<file path="src/hw/rtl/text_console_writer_defines.svh">
// ----------------------------------------------------------------------------
// Text console writer: assertion macros
// Shared property shorthands for the console RTL. Each macro samples on the
// rising edge of clk and is disabled while rst_n is low.
// ----------------------------------------------------------------------------
`ifndef TEXT_CONSOLE_WRITER_DEFINES_SVH
`define TEXT_CONSOLE_WRITER_DEFINES_SVH

// Condition must never hold
`define TCW_ASSERT_NEVER(lbl, cond, msg) \
lbl: assert property (@(posedge clk) disable iff (!rst_n) !(cond)) else $error(msg);

// Antecedent implies consequent in the same cycle
`define TCW_ASSERT_IMPLY(lbl, ante, cons, msg) \
lbl: assert property (@(posedge clk) disable iff (!rst_n) (ante) |-> (cons)) else $error(msg);

// Antecedent implies consequent in the next cycle
`define TCW_ASSERT_NEXT(lbl, ante, cons, msg) \
lbl: assert property (@(posedge clk) disable iff (!rst_n) (ante) |=> (cons)) else $error(msg);

`endif

</file>
<file path="src/hw/rtl/txtcon_pkg.sv">
// ----------------------------------------------------------------------------
// Text console package
// Shared types, opcodes, character codes and default geometry.
// ----------------------------------------------------------------------------
`default_nettype none

package txtcon_pkg;

    // Default screen geometry
    localparam int DEF_COLUMNS = 80;
    localparam int DEF_ROWS    = 25;

    // Fixed field widths of the stream payload
    localparam int OP_W     = 2;
    localparam int CHAR_W   = 8;
    localparam int ATTR_W   = 8;
    localparam int RROW_W   = 5;
    localparam int RCOL_W   = 7;
    localparam int CELL_W   = 16;
    localparam int OCOL_W   = 7;
    localparam int OROW_W   = 5;
    localparam int S_DATA_W = 32;
    localparam int M_DATA_W = 32;

    // Character codes
    localparam logic [CHAR_W-1:0] CH_BACKSPACE = 8'd8;
    localparam logic [CHAR_W-1:0] CH_NEWLINE   = 8'd10;
    localparam logic [CHAR_W-1:0] CH_SPACE     = 8'd32;

    // Cell contents written by clear and by blanking
    localparam logic [CELL_W-1:0] CELL_CLEAR = {8'h00, CH_SPACE};
    localparam logic [CELL_W-1:0] CELL_BLANK = 16'h0000;

    // Request opcodes; code three is a no-op
    typedef enum logic [OP_W-1:0] {
        OP_PUT   = 2'd0,
        OP_READ  = 2'd1,
        OP_CLEAR = 2'd2
    } op_t;

    // Controller states
    typedef enum logic [3:0] {
        S_INIT,
        S_IDLE,
        S_DISPATCH,
        S_CLEAR,
        S_COPY,
        S_DRAIN,
        S_BLANK,
        S_PUT,
        S_READ,
        S_DONE
    } state_t;

    // Controller to datapath commands
    typedef struct packed {
        logic load_in;
        logic idx_clr;
        logic home;
        logic clr_step;
        logic copy_rd;
        logic blank_step;
        logic scroll_done;
        logic put_exec;
        logic rd_issue;
        logic out_load;
    } dp_cmd_t;

    // Datapath to controller status
    typedef struct packed {
        op_t  op;
        logic is_bs;
        logic pending;
        logic idx_full;
        logic copy_last;
        logic out_free;
    } dp_stat_t;

endpackage

`default_nettype wire

</file>
<file path="src/hw/rtl/txtcon_ctrl.sv">
// ----------------------------------------------------------------------------
// Text console controller
// Sequences clear sweeps, scroll copies, puts and reads over the datapath.
// ----------------------------------------------------------------------------
`default_nettype none

module txtcon_ctrl (
    input  wire logic                clk,
    input  wire logic                rst_n,
    input  wire logic                s_tvalid,
    output logic                     s_tready,
    input  wire txtcon_pkg::dp_stat_t stat,
    output txtcon_pkg::dp_cmd_t      cmd
);
    import txtcon_pkg::*;

    state_t state_reg;
    state_t state_next;

    // State register; reset starts the clearing sweep
    always_ff @(posedge clk or negedge rst_n)
    begin
        if (!rst_n)
        begin
            state_reg <= S_INIT;
        end
        else
        begin
            state_reg <= state_next;
        end
    end

    // Next state
    always_comb
    begin
        state_next = state_reg;
        unique case (state_reg)
            S_INIT:
            begin
                if (stat.idx_full)
                begin
                    state_next = S_IDLE;
                end
            end
            S_IDLE:
            begin
                if (s_tvalid)
                begin
                    state_next = S_DISPATCH;
                end
            end
            S_DISPATCH:
            begin
                case (stat.op)
                    OP_PUT:
                    begin
                        if (!stat.is_bs && stat.pending)
                        begin
                            state_next = S_COPY;
                        end
                        else
                        begin
                            state_next = S_PUT;
                        end
                    end
                    OP_READ:  state_next = S_READ;
                    OP_CLEAR: state_next = S_CLEAR;
                    default:  state_next = S_DONE;
                endcase
            end
            S_CLEAR:
            begin
                if (stat.idx_full)
                begin
                    state_next = S_DONE;
                end
            end
            S_COPY:
            begin
                if (stat.copy_last)
                begin
                    state_next = S_DRAIN;
                end
            end
            S_DRAIN: state_next = S_BLANK;
            S_BLANK:
            begin
                if (stat.idx_full)
                begin
                    state_next = S_PUT;
                end
            end
            S_PUT:  state_next = S_DONE;
            S_READ: state_next = S_DONE;
            S_DONE:
            begin
                if (stat.out_free)
                begin
                    state_next = S_IDLE;
                end
            end
            default: state_next = S_INIT;
        endcase
    end

    // Outputs
    always_comb
    begin
        cmd      = '0;
        s_tready = 1'b0;
        unique case (state_reg)
            S_INIT:
            begin
                cmd.clr_step = 1'b1;
            end
            S_IDLE:
            begin
                s_tready    = 1'b1;
                cmd.load_in = s_tvalid;
            end
            S_DISPATCH:
            begin
                case (stat.op)
                    OP_PUT:
                    begin
                        cmd.idx_clr = !stat.is_bs && stat.pending;
                    end
                    OP_CLEAR:
                    begin
                        cmd.idx_clr = 1'b1;
                        cmd.home    = 1'b1;
                    end
                    default:
                    begin
                        cmd.idx_clr = 1'b0;
                    end
                endcase
            end
            S_CLEAR:
            begin
                cmd.clr_step = 1'b1;
            end
            S_COPY:
            begin
                cmd.copy_rd = 1'b1;
            end
            S_DRAIN:
            begin
                cmd.copy_rd = 1'b0;
            end
            S_BLANK:
            begin
                cmd.blank_step  = 1'b1;
                cmd.scroll_done = stat.idx_full;
            end
            S_PUT:
            begin
                cmd.put_exec = 1'b1;
            end
            S_READ:
            begin
                cmd.rd_issue = 1'b1;
            end
            S_DONE:
            begin
                cmd.out_load = stat.out_free;
            end
            default:
            begin
                cmd = '0;
            end
        endcase
    end

endmodule

`default_nettype wire

</file>
<file path="config.mk">
export PLATFORM = sky130hd
export DESIGN_NAME = txtcon_ctrl
export DESIGN_NICKNAME = d
export VERILOG_FILES = /design/src/hw/rtl/text_console_writer_defines.svh /design/src/hw/rtl/txtcon_pkg.sv /design/src/hw/rtl/txtcon_ctrl.sv
export SDC_FILE = /design/constraint.sdc
export NUM_CORES = 1
export LEC_CHECK = 0
export BUFFER_PORTS_ARGS = -buffer_cell sky130_fd_sc_hd__buf_2
export CAP_MARGIN = 20
export CORE_AREA = 3 3 40 42
export CTS_CLUSTER_SIZE = 14
export DETAILED_ROUTE_END_ITERATION = 8
export DIE_AREA = 0 0 43 45
export PLACE_DENSITY = 0.7
export SETUP_SLACK_MARGIN = 0.4
export SYNTH_ARGS = -nofsm -noshare
export SYNTH_HDL_FRONTEND = slang
export SYNTH_SLANG_ARGS = --single-unit
</file>
<file path="constraint.sdc">
create_clock -name clk -period 2.2 [get_ports clk]
set_clock_uncertainty 0.15 [all_clocks]
set_input_delay 0.22 -clock clk [delete_from_list [all_inputs] [get_ports clk]]
set_output_delay 0.22 -clock clk [all_outputs]
set_load 0.02 [all_outputs]
</file>
Word level (Yosys, flattened, before mapping)
Cells that the tools add are included.
{ "word_totals": {"ff_bits": 4, "latch_bits": 0, "ramBits": 0, "romBits": 0, "inputBits": 10, "out_inout_bits": 11, "wordCells": 45, "memories": 0} }
{ "classes": {"addsub": 0, "n_mul": 0, "n_div": 0, "magnitude_cmp": 0, "n_eq_ne": 17, "shift": 0, "n_mux": 20, "n_bitwise": 0, "reduce_logical": 7} }
{ "ops": {"columns": ["op", "n"], "rows": [
  ["$pmux 4 s9", 1],
  ["$mux 4", 6],
  ["$eq 4x3->1 const B", 4],
  ["$ne 2x2->1 const B", 6],
  ["$pmux 4 s3", 1],
  ["$eq 4x2->1 const B", 2],
  ["$eq 4x4->1 const B", 2],
  ["$mux 1", 8],
  ["$mux 2", 3],
  ["$reduce_and 6->1", 1],
  ["$eq 4x1->1 const B", 1],
  ["$logic_not 4->1", 1],
  ["$reduce_or 2->1", 2],
  ["$eq 2x1->1 const B", 1],
  ["$eq 2x2->1 const B", 1],
  ["$logic_not 2->1", 1],
  ["$pmux 1 s2", 1],
  ["$logic_and 1x1->1", 1],
  ["$logic_not 1->1", 1]
]} }

Longest topological paths before layout
{ "logic_depth": {"ltp_word": 5, "depth_mapped": 5, "ltp_nobuf": 4} }

Least setup slack after synthesis
No wires, ideal clock.
{ "synth_timing": {"path_type": "register to output", "from": "register state_reg[1]", "to": "output cmd[9] (netlist name)", "arrival_time_ps": 1668, "t_required_ps": 1830, "setup_slack_ps": 162, "path_stages_with_launch": 5, "n_path_buf": 1, "path_cell_list": "dfrtp_1 -> clkbuf_1 -> or2b_1 -> nor3_1 -> and2_1"} }
{ "synth_rtl": {"columns": ["item", "line", "text"], "rows": [
  ["start, declared", "txtcon_ctrl.sv:17", "state_t state_reg;"],
  ["start signal, assigned", "txtcon_ctrl.sv:29", "state_reg <= state_next;"],
  ["end, declared", "txtcon_ctrl.sv:13", "output txtcon_pkg::dp_cmd_t cmd"]
]} }

Worst setup path in the final report
{ "layout_timing": {"from": "register state_reg[0]", "to": "register state_reg[0]"} }
{ "layout_between": {"elab_chain_len": 3, "word_cells_on_any_way": 19, "cone_classes": "eq/ne (15); mux (1); reduce/logical (3)"} }
{ "layout_rtl": {"columns": ["item", "line", "text"], "rows": [
  ["$eq 4x4->1, or another cell as far along", "txtcon_ctrl.sv:37", "unique case (state_reg)"],
  ["$reduce_or 2->1 (no source line) / $ne 2x2->1 (equally long branches)", null, null],
  ["$pmux 4 s9 / $reduce_and 6->1 (equally long branches)", null, null]
]} }
Parallel ways exist; a longest one is shown, timed or not.
A chain may end at the register's enable or synchronous reset.

==> impl_metrics.yaml <==
placed_design:
  pre_cts_slack_ps: 283
  placed_cells_incl_taps: 92
  placement.cell_area_um2: 561
  place_congestion: 0.721
  port-buffer-count: 20
  dpl.hpwl_um: 852
power_and_ir_drop:
  power.static_leakage_nw: 0.349
  design_power_total_mw: 1.03
  worst_ir_drop_vdd_uv: 442
  power_per_cell_area_mw_per_mm2: 1370
timing:
  layout_setup_ws_ps: 395
  hold-worst-slack_ps: 169
  timing.max_slew.rel_slack_pct: 75.5
  final_hold_viol_count: 0
  total_negative_slack_for_setup_checks_ps: 0
  worstMarginPinSlew_ps: 362
  setup_viol: 0
  achievable_frequency_ghz: 0.554
  grt_setup_unrepaired: "true"
  final.min_clock_period_ps: 1810
  timing.final.max_slew_violations: 0
  final_period_utilization_pct: 82.1
routing:
  wl_mm: 1.38
  postRouteAntennaNets: 0
  drc: 0
  drt-vias-per-instance: 5.35
  detailedRoute.firstPassIterationCount: 4
  drtIter0Drc: 9
  detail_route.wl_per_cell_um: 12.8
  detailed_route_via_count: 578
global_routing:
  total_gr_overflow: 0
  groute.usage.overall_pct: 13.9
  grt_pass1_wl_mm: 2.10
  initial_antenna_violation_count: 0
  grt_max_degree: 13
  number_of_global_route_vias_before_repair: 507
clock_tree:
  clock_sink_count: 4
  clk_transition_reported_paths_ps: 40
  clock_path_buffers: 2
  clock_tree.root_cell: "sky130_fd_sc_hd__clkbuf_4"
  clock_latency_ps: 230
  cts-buffers-inserted: 3
  cts_tree: "done"
  cts-htree-levels: 1
finish:
  diodes: 0
  layout.filler_cells: 124
  layout.core_utilization_pct: 58.6
  nets: 105
  design_area_um2: 753
  final-instance-count-excl-fill: 108
  number_of_flip_flops_under_the_largest_register_name: 4
  drive_above_1_share_pct: 53.8
  area_growth_pct: 70.1
floorplan:
  ios: 21
  die_area_mm2: 0.00194
  start_util_pct: 34.5
  core-area_mm2: 0.00128
  die-width_um: 43
  die_height_um: 45
  placement_rows: 13
logic_synthesis:
  syn_nets: 70
  yosys_warnings: 0
  synth-async-reset-ratio_pct: 100
  syn-mean-instance-area_um2: 7.38
  unique_masters_post_synth: 31
  synth.cell_area_um2: 443
  synth_enable_flop_cells: 0
  yosysSeqAreaShare_pct: 22.6
  postSynthRegisterBits: 4
  synth-main-ff-cell: "sky130_fd_sc_hd__dfrtp_1"
  netlist_instances: 60
setup_path:
  arrival_ps: 1750
  worstPathMaxFanout: 7
  worst_r2r_startpoint: "state_reg[0]$_DFFE_PN0P_"
  nature_of_the_critical_path_endpoint: "flop"
  worstPathRequired_ps: 2150
  ff2ff_setup_slack_ps: 390
  crit-reg2reg-capture: "state_reg[0]$_DFFE_PN0P_"
  timing.critical_path.from: "state_reg[0]$_DFFE_PN0P_"
  critical_path.startpoint_type: "flop"
  critical_path_class: "flop to flop"
  rr_worst_depth: 5
job:
  cap_violations: 0
run_status:
  run_status: "completed"
worst_hold_path:
  worstHoldPathType: "input port to async pin"
[final cells by class]
type	instances	area [um2]	share of cell area, %
clock buffers	3	22.5	2.99
inverters	1	3.75	0.498
multi-input cells	51	372	49.3
flip-flops and latches	4	104	13.8
well taps	15	18.8	2.49
repair buffers	34	233	30.9
[Yosys cell counts, types with 2 or more instances]
library cell,n,area (um2)
sky130_fd_sc_hd__dfrtp_1,4,100
sky130_fd_sc_hd__and2_1,3,18.8
sky130_fd_sc_hd__o21a_1,2,15.0
sky130_fd_sc_hd__nor3b_1,3,22.5
sky130_fd_sc_hd__nand2b_1,3,18.8
sky130_fd_sc_hd__nor3_1,5,25.0
sky130_fd_sc_hd__nor2_1,8,30.0
sky130_fd_sc_hd__nor2b_1,3,18.8
sky130_fd_sc_hd__nand2_1,4,15.0
sky130_fd_sc_hd__clkbuf_1,2,7.51
sky130_fd_sc_hd__a21oi_1,2,10.0
sky130_fd_sc_hd__o21bai_1,2,15.0
[cells in the final DEF, fill, tap and decap left out, types with 2 or more instances in the layout]
master                     instances
sky130_fd_sc_hd__buf_2            18
sky130_fd_sc_hd__dfrtp_2           3
sky130_fd_sc_hd__nor2_1            7
sky130_fd_sc_hd__nor3_1            4
sky130_fd_sc_hd__nand2_1           4
sky130_fd_sc_hd__buf_4            10
sky130_fd_sc_hd__buf_6             2
sky130_fd_sc_hd__o21bai_1          2
sky130_fd_sc_hd__a21oi_1           2
sky130_fd_sc_hd__clkbuf_4          5
sky130_fd_sc_hd__nand2b_1          2
sky130_fd_sc_hd__nor2b_1           3
sky130_fd_sc_hd__and2_1            2
sky130_fd_sc_hd__o21a_1            2
sky130_fd_sc_hd__nor3b_2           3
[timing repair]
item | CTS | global route
resized for setup | 9 | 10
pin swaps | 0 | 1
buffers inserted | 6 | 6
hold buffers | 1 | 0
endpoints found under the setup margin | 8 | 6
endpoints found under the hold margin | 4 | 0
[cell families after synthesis]
group                     synth area share, %
AOI/OAI and AO/OA                        18.1
buffers and inverters                    5.37
DFF                                      22.6
and+or+nand+nor                          52.0
xor gates and xnor gates                 1.98
[how the worst max path moves through the flow]
stage,end
finish,state_reg[0]$_DFFE_PN0P_
global route,state_reg[0]$_DFFE_PN0P_
CTS,cmd[9]
detailed placement,state_reg[0]$_DFFE_PN0P_
floorplan,cmd[3]
global placement,state_reg[0]$_DFFE_PN0P_
[metal layers]
layer | GRT usage [%] | part of all wire [%] | up-vias
li1 | - | - | 284
met1 | 18.3 | 43 | 270
met2 | 23.1 | 49 | 22
met3 | 5.58 | 6.9 | 2
met4 | 0 | 0.65 | 0
met5 | 0 | 0 | -
[critical path: stages (launching register included)]
cell                       delay [ps]
sky130_fd_sc_hd__dfrtp_2          440
sky130_fd_sc_hd__clkbuf_4         210
sky130_fd_sc_hd__nor3b_2          230
sky130_fd_sc_hd__o21bai_1         120
sky130_fd_sc_hd__nand4b_1         100
sky130_fd_sc_hd__or4b_1           430
[report_power, final]
group	switching, mW	internal (mW)	leakage [nW]
Combinational	0.368	0.394	0.288
Clock	0.0286	0.0609	0.0138
Sequential	0.0662	0.113	0.0473
Note: power is estimated with default switching activity, not from simulation.
